===== src/hw/rtl/cewrr_pkg.sv =====
// ----------------------------------------------------------------------------
// cewrr_pkg
// shared types, codes and sizes of the coalescing event queue
// ----------------------------------------------------------------------------
`timescale 1ns / 1ps
`default_nettype none

package cewrr_pkg;

  localparam int STICKS           = 4;
  localparam int STICK_IDX_W      = 2;
  localparam int FIFO_DEPTH_DEF   = 16;
  localparam int BUTTON_SLOTS_DEF = 2;
  localparam int ID_W             = 8;
  localparam int VAL_W            = 16;
  localparam int OP_W             = 2;
  localparam int STATUS_W         = 3;
  localparam int CFG_INDEX_W      = 3;

  typedef logic [ID_W-1:0]         id_t;
  typedef logic signed [VAL_W-1:0] value_t;

  typedef struct packed {
    id_t    id;
    value_t value;
  } entry_t;

  typedef enum logic [OP_W-1:0] {
    OP_PUSH  = 2'd0,
    OP_POP   = 2'd1,
    OP_CLEAR = 2'd2,
    OP_NONE  = 2'd3
  } op_t;

  localparam logic [STATUS_W-1:0] ST_PUSHED  = 3'd0;
  localparam logic [STATUS_W-1:0] ST_DROPPED = 3'd1;
  localparam logic [STATUS_W-1:0] ST_POPPED  = 3'd2;
  localparam logic [STATUS_W-1:0] ST_NONE    = 3'd3;
  localparam logic [STATUS_W-1:0] ST_CLEARED = 3'd4;

  typedef struct packed {
    logic push;
    logic pop;
    logic clear;
  } fifo_ctrl_t;

  typedef struct packed {
    logic full;
    logic empty;
  } fifo_stat_t;

endpackage

`default_nettype wire


===== src/hw/rtl/cewrr_cfg.sv =====
// ----------------------------------------------------------------------------
// cewrr_cfg
// stick id registers written through the configuration channel
// ----------------------------------------------------------------------------
`timescale 1ns / 1ps
`default_nettype none

module cewrr_cfg (
  input  logic                                   clk,
  input  logic                                   rst,
  input  logic                                   cfg_valid,
  input  logic [cewrr_pkg::CFG_INDEX_W-1:0]      cfg_index,
  input  cewrr_pkg::id_t                         cfg_data,
  output cewrr_pkg::id_t [cewrr_pkg::STICKS-1:0] stick_ids
);
  import cewrr_pkg::*;

  always_ff @(posedge clk) begin
    if (rst) begin
      for (int k = 0; k < STICKS; k++) begin
        stick_ids[k] <= ID_W'(k);
      end
    end else if (cfg_valid && (cfg_index < CFG_INDEX_W'(STICKS))) begin
      stick_ids[cfg_index[STICK_IDX_W-1:0]] <= cfg_data;
    end
  end

endmodule

`default_nettype wire


===== src/hw/rtl/cewrr_fifo.sv =====
// ----------------------------------------------------------------------------
// cewrr_fifo
// button event fifo with a registered read of the head entry
// ----------------------------------------------------------------------------
`timescale 1ns / 1ps
`default_nettype none

module cewrr_fifo #(
  parameter int DEPTH = cewrr_pkg::FIFO_DEPTH_DEF
) (
  input  logic                  clk,
  input  logic                  rst,
  input  cewrr_pkg::fifo_ctrl_t ctrl,
  input  cewrr_pkg::entry_t     wr_data,
  output cewrr_pkg::entry_t     rd_data,
  output cewrr_pkg::fifo_stat_t stat
);
  import cewrr_pkg::*;

  localparam int PTR_W = (DEPTH > 1) ? $clog2(DEPTH) : 1;
  localparam int CNT_W = $clog2(DEPTH + 1);

  entry_t             mem [DEPTH];
  logic [PTR_W-1:0]   head;
  logic [PTR_W-1:0]   tail;
  logic [CNT_W-1:0]   count;

  function automatic logic [PTR_W-1:0] wrap_inc(input logic [PTR_W-1:0] p);
    return (p == PTR_W'(DEPTH - 1)) ? '0 : p + 1'b1;
  endfunction

  always_ff @(posedge clk) begin
    if (ctrl.push) begin
      mem[tail] <= wr_data;
    end
    rd_data <= mem[head];
  end

  always_ff @(posedge clk) begin
    if (rst || ctrl.clear) begin
      head  <= '0;
      tail  <= '0;
      count <= '0;
    end else if (ctrl.push) begin
      tail  <= wrap_inc(tail);
      count <= count + 1'b1;
    end else if (ctrl.pop) begin
      head  <= wrap_inc(head);
      count <= count - 1'b1;
    end
  end

  assign stat.full  = (count == CNT_W'(DEPTH));
  assign stat.empty = (count == '0);

endmodule

`default_nettype wire


===== src/hw/rtl/coalescing_event_queue_wrr_core.sv =====
// ----------------------------------------------------------------------------
// coalescing_event_queue_wrr_core
// gamepad event merger: stick events coalesce, button events queue, pops
// are served round robin over the sticks and the button slots
//
//   channel | handshake            | word
//   --------+----------------------+------------------------------------------
//   in      | in_valid / in_stall  | operation, event_id, event_value
//   out     | out_valid / out_stall| status, out_id, out_value, still_pending
//   cfg     | cfg_valid / cfg_ready| cfg_index, cfg_data
//
// one word at a time; a push compares the id with one stick per cycle on
// a shared comparator, a pop checks one slot per cycle from the rotating
// pointer, clear and no-op go straight to the finish state
// sync reset clears flags, fifo pointers and the slot pointer; no sweep
// in_stall is high from acceptance until the result sits in the output
// register; a stalled output holds its word and the block waits
// ----------------------------------------------------------------------------
`timescale 1ns / 1ps
`default_nettype none

module coalescing_event_queue_wrr_core #(
  parameter int FIFO_DEPTH   = cewrr_pkg::FIFO_DEPTH_DEF,
  parameter int BUTTON_SLOTS = cewrr_pkg::BUTTON_SLOTS_DEF
) (
  input  logic                               clk,
  input  logic                               rst,
  input  logic                               in_valid,
  output logic                               in_stall,
  input  logic [cewrr_pkg::OP_W-1:0]         operation,
  input  logic [cewrr_pkg::ID_W-1:0]         event_id,
  input  logic signed [cewrr_pkg::VAL_W-1:0] event_value,
  output logic                               out_valid,
  input  logic                               out_stall,
  output logic [cewrr_pkg::STATUS_W-1:0]     status,
  output logic [cewrr_pkg::ID_W-1:0]         out_id,
  output logic signed [cewrr_pkg::VAL_W-1:0] out_value,
  output logic                               still_pending,
  input  logic                               cfg_valid,
  output logic                               cfg_ready,
  input  logic [cewrr_pkg::CFG_INDEX_W-1:0]  cfg_index,
  input  logic [cewrr_pkg::ID_W-1:0]         cfg_data
);
  import cewrr_pkg::*;

  localparam int SLOT_COUNT = STICKS + BUTTON_SLOTS;
  localparam int SLOT_W     = $clog2(SLOT_COUNT);

  typedef enum logic [1:0] {
    S_IDLE,
    S_MATCH,
    S_SCAN,
    S_FINISH
  } state_t;

  state_t                      state;
  id_t [STICKS-1:0]            stick_ids;
  value_t [STICKS-1:0]         stick_value;
  logic [STICKS-1:0]           stick_pending;
  id_t                         id_r;
  value_t                      val_r;
  logic [SLOT_W-1:0]           cursor;
  logic [SLOT_W-1:0]           steps;
  logic [SLOT_W-1:0]           slot_pointer;
  logic [STATUS_W-1:0]         res_status;
  id_t                         res_id;
  value_t                      res_value;
  logic [STICK_IDX_W-1:0]      k;
  logic                        id_hit;
  logic                        last_stick;
  logic                        on_stick;
  logic                        scan_hit;
  logic                        accept;
  fifo_ctrl_t                  fifo_ctrl;
  fifo_stat_t                  fifo_stat;
  entry_t                      fifo_rd;
  entry_t                      fifo_wr;

  cewrr_cfg u_cfg (
    .clk       (clk),
    .rst       (rst),
    .cfg_valid (cfg_valid),
    .cfg_index (cfg_index),
    .cfg_data  (cfg_data),
    .stick_ids (stick_ids)
  );

  cewrr_fifo #(
    .DEPTH (FIFO_DEPTH)
  ) u_fifo (
    .clk     (clk),
    .rst     (rst),
    .ctrl    (fifo_ctrl),
    .wr_data (fifo_wr),
    .rd_data (fifo_rd),
    .stat    (fifo_stat)
  );

  assign cfg_ready = 1'b1;
  assign in_stall  = (state != S_IDLE);
  assign accept    = in_valid && !in_stall;

  // shared compare unit, one stick or slot per cycle
  assign k          = cursor[STICK_IDX_W-1:0];
  assign id_hit     = (stick_ids[k] == id_r);
  assign last_stick = (k == STICK_IDX_W'(STICKS - 1));
  assign on_stick   = (cursor < SLOT_W'(STICKS));
  assign scan_hit   = on_stick ? stick_pending[k] : !fifo_stat.empty;

  assign fifo_wr.id    = id_r;
  assign fifo_wr.value = val_r;

  always_comb begin
    fifo_ctrl.push  = (state == S_MATCH) && !id_hit && last_stick && !fifo_stat.full;
    fifo_ctrl.pop   = (state == S_SCAN) && !on_stick && !fifo_stat.empty;
    fifo_ctrl.clear = accept && (op_t'(operation) == OP_CLEAR);
  end

  always_ff @(posedge clk) begin
    if (rst) begin
      state         <= S_IDLE;
      out_valid     <= 1'b0;
      stick_pending <= '0;
      stick_value   <= '0;
      slot_pointer  <= '0;
    end else begin
      if (out_valid && !out_stall && (state != S_FINISH)) begin
        out_valid <= 1'b0;
      end
      unique case (state)
        S_IDLE: begin
          if (accept) begin
            id_r      <= event_id;
            val_r     <= event_value;
            res_id    <= '0;
            res_value <= '0;
            steps     <= '0;
            cursor    <= '0;
            unique case (op_t'(operation))
              OP_PUSH: begin
                state <= S_MATCH;
              end
              OP_POP: begin
                cursor <= slot_pointer;
                state  <= S_SCAN;
              end
              OP_CLEAR: begin
                stick_pending <= '0;
                stick_value   <= '0;
                res_status    <= ST_CLEARED;
                state         <= S_FINISH;
              end
              default: begin
                res_status <= ST_NONE;
                state      <= S_FINISH;
              end
            endcase
          end
        end
        S_MATCH: begin
          if (id_hit) begin
            stick_value[k]   <= val_r;
            stick_pending[k] <= 1'b1;
            res_status       <= ST_PUSHED;
            state            <= S_FINISH;
          end else if (last_stick) begin
            res_status <= fifo_stat.full ? ST_DROPPED : ST_PUSHED;
            state      <= S_FINISH;
          end else begin
            cursor <= cursor + 1'b1;
          end
        end
        S_SCAN: begin
          if (scan_hit) begin
            if (on_stick) begin
              stick_pending[k] <= 1'b0;
              res_id           <= stick_ids[k];
              res_value        <= stick_value[k];
            end else begin
              res_id    <= fifo_rd.id;
              res_value <= fifo_rd.value;
            end
            slot_pointer <= (cursor == SLOT_W'(SLOT_COUNT - 1)) ? '0 : cursor + 1'b1;
            res_status   <= ST_POPPED;
            state        <= S_FINISH;
          end else if (steps == SLOT_W'(SLOT_COUNT - 1)) begin
            res_status <= ST_NONE;
            state      <= S_FINISH;
          end else begin
            cursor <= (cursor == SLOT_W'(SLOT_COUNT - 1)) ? '0 : cursor + 1'b1;
            steps  <= steps + 1'b1;
          end
        end
        S_FINISH: begin
          if (!out_valid || !out_stall) begin
            out_valid     <= 1'b1;
            status        <= res_status;
            out_id        <= res_id;
            out_value     <= res_value;
            still_pending <= (|stick_pending) || !fifo_stat.empty;
            state         <= S_IDLE;
          end
        end
        default: begin
          state <= S_IDLE;
        end
      endcase
    end
  end

endmodule

`default_nettype wire


===== config.mk =====
export PLATFORM = sky130hd
export DESIGN_NAME = coalescing_event_queue_wrr_core
export DESIGN_NICKNAME = d
export VERILOG_FILES = /design/src/hw/rtl/cewrr_pkg.sv /design/src/hw/rtl/cewrr_cfg.sv /design/src/hw/rtl/cewrr_fifo.sv /design/src/hw/rtl/coalescing_event_queue_wrr_core.sv
export SDC_FILE = /design/constraint.sdc
export NUM_CORES = 1
export LEC_CHECK = 0
export ABC_AREA = 1
export BUFFER_PORTS_ARGS = -buffer_cell sky130_fd_sc_hd__buf_4
export CAP_MARGIN = 10
export CORE_MARGIN = 10
export CORE_UTILIZATION = 50
export DETAILED_ROUTE_END_ITERATION = 6
export PLACE_DENSITY = 0.72
export SYNTH_ARGS = -nofsm -noshare
export SYNTH_HDL_FRONTEND = slang
export SYNTH_SLANG_ARGS = --single-unit

===== constraint.sdc =====
create_clock -name clk -period 3.7 [get_ports clk]
set_input_delay 0 -clock clk [delete_from_list [all_inputs] [get_ports clk]]
set_output_delay 0 -clock clk [all_outputs]
set_load 0.05 [all_outputs]

* Word-level counts from Yosys, hierarchy flattened
Memory sizes are Yosys's and may differ from the RTL's. A register that Yosys moved wholly into a read port is not among the register bits.
Index checks and enable logic that the tools add are counted.
** Storage, ports and cells
- Register bits :: 204
- Input bits :: 42
- RAM bits :: 384
- Bits in read-only memories :: 0
- Logic and storage cells :: 183
- Output and inout port bits :: 31
- Memories kept :: 1
- Bits in latches :: 0
** Memories
- u_fifo.mem :: depth 16, width 24, read ports 1, clocked after memory_dff 1, wr ports 1, RTL line cewrr_fifo.sv:23 : entry_t mem [DEPTH];
** Operators by class
- Reduce and logical (&&, ||, !) cells :: 43
- Muxes and demuxes :: 70
- $lt $le $gt $ge :: 6
- Divide/modulo/power cells :: 0
- Shift-type cells :: 0
- Eq/ne operators :: 26
- $mul :: 0
- Add/subtract/negate cells :: 6
- Bitwise gates (word level) :: 5
** Operator list (count)
- 64-bit two-way mux :: 3
- 64-bit one-hot mux with 2 select lines :: 1
- 16-bit two-way mux :: 5
- 64-bit bitwise mux :: 1
- 3-bit two-way mux :: 15
- 8-bit two-way mux :: 5
- 16-bit binary-select mux with 2-bit select :: 1
- 32-bit bitwise mux :: 1
- 16-bit demux with 2-bit select :: 1
- 16-bit one-hot mux with 2 select lines :: 1
- 4-bit two-way mux :: 7
- 2-bit inequality test, second input constant :: 12
- 3-bit one-hot mux with 3 select lines :: 2
- 8-bit binary-select mux with 2-bit select :: 1
- 8-bit demux with 2-bit select :: 1
- 8-bit one-hot mux with 2 select lines :: 1
- 1-bit logical AND :: 12
- 2-bit two-way mux :: 6
- 3-bit one-hot mux with 2 select lines :: 2
- 4-bit one-hot mux with 3 select lines :: 1
- 4-bit AND reduction :: 3
- 6-bit AND reduction :: 2
- 5-bit two-way mux :: 2
- 1-bit two-way mux :: 9
- other kinds (35) :: 61

* Longest topological paths before layout
Gate-level depths: netlist of the first run.
- Depth after elaboration :: 9
- Depth in mapped cells :: 21
- Gate-level depth less buffers :: 20

* Modules after synthesis
A second synthesis of the first run with hierarchy kept.
** Unflattened totals
- Cell total of the unflattened synthesis :: 2806
- Area, all modules :: 26596.8 µm²
** By module, submodules not included
- cewrr_fifo :: seq. area each 12271.8 µm², area each 18028.5 µm², times used 1, cells each 1790
- coalescing_event_queue_wrr_core :: seq. area each 4033.9 µm², area each 7216.9 µm², times used 1, cells each 824
- cewrr_cfg :: seq. area each 640.6 µm², area each 1351.3 µm², times used 1, cells each 192

* Worst setup path before layout of the first run
No wires, ideal clock.
- Path kind :: register to register
- Start :: register out_valid
- End :: register out_id[0] (netlist name) (enable)
- Clock period less this slack :: 3.050 ns
- Arrival :: 2.602 ns
- Setup slack :: 0.650 ns
- Required time :: 3.252 ns
- Library setup time :: 0.448 ns
- Path buffers :: 0
- Stages on the path, launching flop included :: 4
- Cell sequence :: dfxtp_1 nand2_1 inv_1 nor3_1
** Between the ends
- Longest elaborated chain between the ends :: 3
** Ends and longest elaborated chain
- start, declared :: RTL line coalescing_event_queue_wrr_core.sv:33 : output logic out_valid,
- start signal, assigned :: RTL line coalescing_event_queue_wrr_core.sv:122 : out_valid <= 1'b0;
- start signal, assigned :: RTL line coalescing_event_queue_wrr_core.sv:128 : out_valid <= 1'b0;
- start signal, assigned :: RTL line coalescing_event_queue_wrr_core.sv:196 : out_valid <= 1'b1;
- 1-bit zero test :: RTL line coalescing_event_queue_wrr_core.sv:195 : if (!out_valid || !out_stall) begin
- 1-bit logical OR :: RTL line coalescing_event_queue_wrr_core.sv:195
- 3-bit AND reduction (no line)
- end signal, assigned :: RTL line coalescing_event_queue_wrr_core.sv:198 : out_id <= res_id;
- end, declared :: RTL line coalescing_event_queue_wrr_core.sv:36 : output logic [cewrr_pkg::ID_W-1:0] out_id,
Every way passes these cells.
A chain may end at the register's enable or synchronous reset.

==> impl_metrics.yaml, run 1 <==
clocking:
  clkLatencyLatePin_ps: 630
  cts.sink_count: 612
  cts_tree: "yes"
  clkTransAtPathRegs_ps: 60
  root_buffer: "clkbuf_16"
  clockBufferDepth: 3
  numCtsBuffers: 60
  h-tree-depth: 2
  cts_resized: 0
global_route:
  grt_pass1_wl_um: 97200
  antenna_found_initial: 1
  grt_overflow: 0
  grt_usage: 0.217
  grt_max_degree: 114
  grt_pass1_vias: 16583
worst_setup_path:
  reg2reg_slack_ps: 510
  path_max_fanout: 27
  cp-endpoint: "u_fifo.mem[0][11]$_DFFE_PP_"
  critPathLaunchType: "flip-flop"
  setup.worst_path.end_class: "flip-flop"
  r2r_end: "u_fifo.mem[0][11]$_DFFE_PP_"
  rr_worst_depth: 14
  cp_data_arrival_time_ps: 3510
  path_class: "reg -> reg"
  worstPathRequired_ps: 4020
  cp-startpoint: "cursor[1]$_DFFE_PP_"
  r2r_start: "cursor[1]$_DFFE_PP_"
synth:
  synth-edff-count: 469
  netlist_area_um2: 24500
  synthArstFlopShare: 0
  synthCells: 2106
  synth-seq-area-share: 0.693
  synthTopCellsByArea: "edfxtp_1 58%, dfxtp_1 12%, nor2_1 5.9%"
  yosys_warnings: 0
  yosysMostFrequentCell: "edfxtp_1"
  avgSynthCellArea_um2: 11.6
  synthFlopType: "edfxtp_1"
  netlist_top_cells_count: "469 x edfxtp_1, 384 x nor2_1, 253 x nand2_1, 192 x o21ai_0, 143 x dfxtp_1"
  synth_top_area_frac: 0.576
  synth_nets: 2168
  yosys.area.top_type: "edfxtp_1"
  yosysUniqueCellTypes: 39
  ys_ff_latch: 612
final_layout:
  regArea_um2: 17000
  finalNonFillerCells: 2891
  design_area_um2: 28300
  n_fill_cell: 3726
  drive_above_1_share: 0.115
  fin_nets: 2287
  syn2layout_area_growth_pct: 15.6
  multi_input_area_um2: 6680
  post-route-util: 0.588
power:
  p_per_area_nw_per_um2: 602
  power.switching_mw: 4.92
  p_int_mw: 12.1
  pwr-share-comb: 0.170
  clkPwrFrac: 0.352
  p_sw_frac: 0.289
  irDropWorstVdd_mv: 0.475
  p_leak_nw: 9.67
  pwr-share-seq: 0.478
placed_design:
  hpwl_um: 39100
  placed_cell_area_um2: 25800
  io_buffer_count: 71
  dp.cells: 2729
  gp_congestion: 0.881
routing:
  wl_um: 63900
  drt_iter0_drc: 2359
  detail_route.wl_per_cell_um: 22.1
  dr.pass1.iters: 5
  viasPerCell: 6.02
  vias: 17390
  ant_nets: 0
  drcViolationCount: 0
floorplanning:
  start_util: 0.509
  ios: 73
  core_area_um2: 48000
  fp-row-count: 80
  die_w_um: 241
  dieArea_um2: 58100
  dieHeight_um: 241
timing:
  worstMarginPinSlew_ps: 1180
  hold_violations: 0
  fmax_ghz: 0.313
  finClkSkew_ps: 23.5
  layout_min_cycle_time_ps: 3190
  setup_violations: 0
  finalMaxSlewViolations: 0
  timing.final.crit_share: 0.863
  rsz0062_at_grt: "false"
  maxSlewHeadroom: 0.216
  setup-tns-final_ps: 0
min_path:
  hold_path_depth: 5
  hp-class: "in -> reg"
status:
  outcome: "finished clean"
run:
  maxCapViolCount: 0
[power by group through the flow]
| stage | Sequential [mW] | Combinational [mW] | Clock, mW |
|---|---|---|---|
| 6_report | 8.14 | 2.89 | 6.00 |
| 3_3_place_gp | 8.26 | 2.72 | 0 |
| 4_1_cts | 8.13 | 2.84 | 6.07 |
| 3_5_place_dp | 8.28 | 2.78 | 0 |
| 5_1_grt | 8.16 | 3.15 | 6.33 |
| 2_1_floorplan | 8.23 | 1.92 | 0 |
[state kept, by name (all words and copies together), names as in the netlist, 3 cells and up]
name,count
val_r,16
id_r,8
res_value,16
status,3
res_id,8
stick_pending,4
slot_pointer,3
out_value,16
steps,3
u_fifo.rd_data,24
stick_value,64
u_fifo.tail,4
out_id,8
res_status,3
cursor,3
u_cfg.stick_ids,32
u_fifo.head,4
u_fifo.count,5
u_fifo.mem,384
[through the flow]
stage	setup WS [ps]	power, mW	hold slack (ps)
5_1_grt	298	17.6	79.2
2_1_floorplan	650	10.1	98.9
6_report	507	17.0	34.5
3_5_place_dp	567	11.1	179
3_3_place_gp	650	11.0	179
4_1_cts	544	17.0	11.6
[layout make-up]
type / instances / area share
antenna: 1 / 0.0000885
sequential: 612 / 0.600
clock buffer: 81 / 0.0606
timing repair buffer: 188 / 0.0574
clock inverter: 31 / 0.00841
tap: 615 / 0.0272
inverter: 74 / 0.0101
multi-input combinational: 1289 / 0.236
[kinds of logic after synthesis]
kind of cell	after synthesis	share of synthesized area
other	1	0.000153
adders and majority gates	20	0.0105
buffers and inverters	205	0.0358
DFF	612	0.693
AOI/OAI and AO/OA	420	0.104
and+or+nand+nor	803	0.138
muxes	38	0.0156
xor gates and xnor gates	7	0.00251
[layout by cell type, fill, tap and decap left out, types with 63 or more instances in the layout]
cell         n
o21ai_0    192
inv_1       66
dfxtp_1    141
edfxtp_1   469
nand3_1     83
buf_4      132
nand2_1    253
a21oi_1     90
nand4_1     64
clkbuf_16   63
nor2_1     367
[worst min path at each step]
| stage | from | to | slack [ps] |
|---|---|---|---|
| 6_report | in_valid | u_fifo.head[0]$_SDFFE_PP0P_ | 30 |
| 5_1_grt | in_valid | u_fifo.count[0]$_SDFFE_PP0P_ | 80 |
| 4_1_cts | cfg_valid | u_cfg.stick_ids[22]$_SDFFE_PP0P_ | 10 |
| 3_5_place_dp | event_value[10] | val_r[10]$_DFFE_PP_ | 180 |
| 3_3_place_gp | event_value[10] | val_r[10]$_DFFE_PP_ | 180 |
| 2_1_floorplan | event_id[0] | id_r[0]$_DFFE_PP_ | 100 |
[worst max-delay path, stage by stage (launching register included)]
cell	delay [ps]
edfxtp_1	450
inv_4	300
nand3_1	160
nand2_1	110
nand2_1	50
nand2_1	60
inv_1	40
nand2_1	50
nor2_1	40
nand2_2	160
nand2_2	250
inv_1	250
nand2_1	190
nor2_2	470
buf_4	290
[routing by layer]
layer	GRT usage	share of wire
met3	0.0383	0.098
met4	0.0907	0.036
met5	0	0.00020
met1	0.295	0.40
met2	0.339	0.46
[repair_timing]
item,in CTS,in global routing
endpoints found under the setup margin,0,0
hold buffers,49,0
endpoints found under the hold margin,135,0
setup buffers,0,0
(Power assumes the default switching activity.)
==> run 2, diff against run 1 <==
Clock period 3.7 ns to 3.01 ns, I/O delays scaled along.
==> run 2 against run 1 <==
Wire length shrank 1.6%. Die area stayed put. Critical path depth stayed put. Via count down 1.1%. Largest power group unchanged. Worst setup slack lost 330 ps. Register-to-register slack lost 330 ps. Flip-flop and latch count unchanged. Combinational power is 26% higher. Cell count up 0.10%. Highest routed layer unchanged. Global-route usage fell by 0.36 points. Sequential power up 23%. Clock skew down 3.4 ps.
==> impl_metrics.yaml, run 2 (synthesis results as in run 1) <==
timing:
  whs_ps: 44.8
  layout_min_cycle_time_ps: 2840
  finalMaxSlewViolations: 0
  finClkSkew_ps: 20.0
  hold_violations: 0
  worstMarginPinSlew_ps: 1210
  fmax_ghz: 0.353
  rsz0062_at_grt: "false"
  timing.final.crit_share: 0.942
  setup_violations: 0
  setup-tns-final_ps: 0
  maxSlewHeadroom: 0.194
power:
  p_int_mw: 15.1
  p_per_area_nw_per_um2: 742
  irDropWorstVdd_mv: 0.566
  pwr-share-comb: 0.172
  p_leak_nw: 9.76
  p_sw_frac: 0.285
  clkPwrFrac: 0.355
  finalPower_mw: 21.1
  pwr-share-seq: 0.473
  power.switching_mw: 6.01
worst_setup_path:
  cp_data_arrival_time_ps: 3300
  path_class: "reg -> reg"
  crit_slowest_cell: "nand4_2"
  cp_top_family: "simple AND/OR/NAND/NOR gates"
  path_max_fanout: 21
  path_cells: "buf_4 -> nand2_1 -> nand3_1 -> nand2_1 -> nand2_1 -> nand2_1 -> nand2_1 -> nor2_1 -> nand2_2 -> buf_4 -> nand2_4 -> nand4_2 -> nand2_1 -> a21oi_1"
  max_stage_delay_ps: 490
  cp.depth: 14
  rr_worst_depth: 14
  critPathBufInv: 2
  critPathLaunchType: "flip-flop"
  worstPathRequired_ps: 3480
  cpMostUsedCell: "nand2_1"
  setup.worst_path.end_class: "flip-flop"
placed_design:
  hpwl_um: 37700
  placed_cell_area_um2: 26000
  io_buffer_count: 71
  gp_congestion: 0.877
floorplanning:
  die_w_um: 241
  dieHeight_um: 241
  start_util: 0.509
  ios: 73
  fp-row-count: 80
  core_area_um2: 48000
  dieArea_um2: 58100
global_route:
  grt_pass1_vias: 16588
  grt_usage: 0.213
  grt_overflow: 0
  antenna_found_initial: 1
  grt_pass1_wl_um: 95800
  grt_max_degree: 112
final_layout:
  diodes: 0
  design_area_um2: 28400
  top_register: "u_fifo.mem"
  largest_reg_flops: 384
  syn2layout_area_growth_pct: 16.3
  drive_above_1_share: 0.121
  layout_common_cells: "469 x edfxtp_1, 367 x nor2_1, 253 x nand2_1"
  post-route-util: 0.592
  fin_nets: 2291
  layout_commonest_cell: "edfxtp_1"
  n_fill_cell: 3714
  largestRegisters: "u_fifo.mem (384), stick_value (64), u_cfg.stick_ids (32)"
routing:
  vias: 17195
  drt_iter0_drc: 2294
  wl_um: 62900
  detail_route.wl_per_cell_um: 21.7
  drcViolationCount: 0
  ant_nets: 0
  viasPerCell: 5.94
  dr.pass1.iters: 6
clocking:
  numCtsBuffers: 59
  cts_tree: "yes"
  cts.sink_count: 612
  clockBufferDepth: 3
  clkTransAtPathRegs_ps: 60
  cts_setup_buffers: 0
  clkLatencyLatePin_ps: 620
  h-tree-depth: 2
  root_buffer: "clkbuf_16"
status:
  outcome: "finished clean"
min_path:
  hold_path_depth: 8
  hp-class: "in -> reg"
run:
  maxCapViolCount: 0
[run 2: cell types whose count changed in the layout (fill, tap and decap cells not counted), moves of 2 or more]
cell	change
buf_12	+7
dlygate4sd3_1	-5
clkinv_2	+4
buf_4	+3
bufinv_16	+3
clkinv_1	-3
clkbuf_1	-2
[run 2: path summary, 6_finish.rpt]
kind	from	endpoint	slack, ps
worst max-delay path	cursor[0]$_DFFE_PP_	stick_value[15]$_SDFFE_PP0P_	170
worst min-delay path	in_valid	state[1]$_SDFFE_PP0P_	40
worst max register to register	cursor[0]$_DFFE_PP_	stick_value[15]$_SDFFE_PP0P_	170
worst min register to register	res_value[4]$_SDFFCE_PN0P_	out_value[4]$_DFFE_PP_	420
[run 2: through the flow]
step | cells | setup slack, ps
2_1_floorplan | 2106 | -4.15
3_3_place_gp | 2739 | 323
3_5_place_dp | 2739 | 287
4_1_cts | 2894 | 243
5_1_grt | 2894 | 11.1
6_report | 2894 | 174
[run 2: power groups by stage]
stage | combinational [mW] | sequential, mW | clock [mW]
after global placement | 3.40 | 10.1 | 0
after global routing | 3.95 | 10.0 | 7.90
final | 3.63 | 9.98 | 7.50
after detailed placement | 3.47 | 10.1 | 0
after floorplan | 2.36 | 10.1 | 0
after CTS | 3.55 | 9.97 | 7.60
[run 2: tightest hold or removal path: cells and delay by family]
| kind | cells | cell delay, ps |
|---|---|---|
| AND/OR/NAND/NOR | 5 | 390 |
| buffers and inverters | 3 | 220 |
[run 2: layer usage]
layer / track usage / vias up / wire length (um) / part of all wire
met5: 0 / - / 11 / 0.00017
met1: 0.286 / 8449 / 25900 / 0.41
li1: - / 7863 / - / -
met4: 0.0732 / 2 / 1720 / 0.027
met3: 0.0299 / 115 / 4930 / 0.078
met2: 0.351 / 766 / 30300 / 0.48
[run 2: final cells by class]
type,count,area [um^2],share of cell area
clock inverters,33,314,0.0110
well taps,615,769,0.0271
repair buffers,193,1730,0.0610
multi-input cells,1289,6700,0.236
inverters,74,285,0.0100
clock buffers,78,1680,0.0591
flip-flops and latches,612,17000,0.596
[run 2: what timing repair did]
| item | CTS | global route |
|---|---|---|
| endpoints found under the setup margin | 0 | 1 |
| endpoints found under the hold margin | 144 | 0 |
| hold buffers | 44 | 0 |
| resized for setup | 0 | 2 |
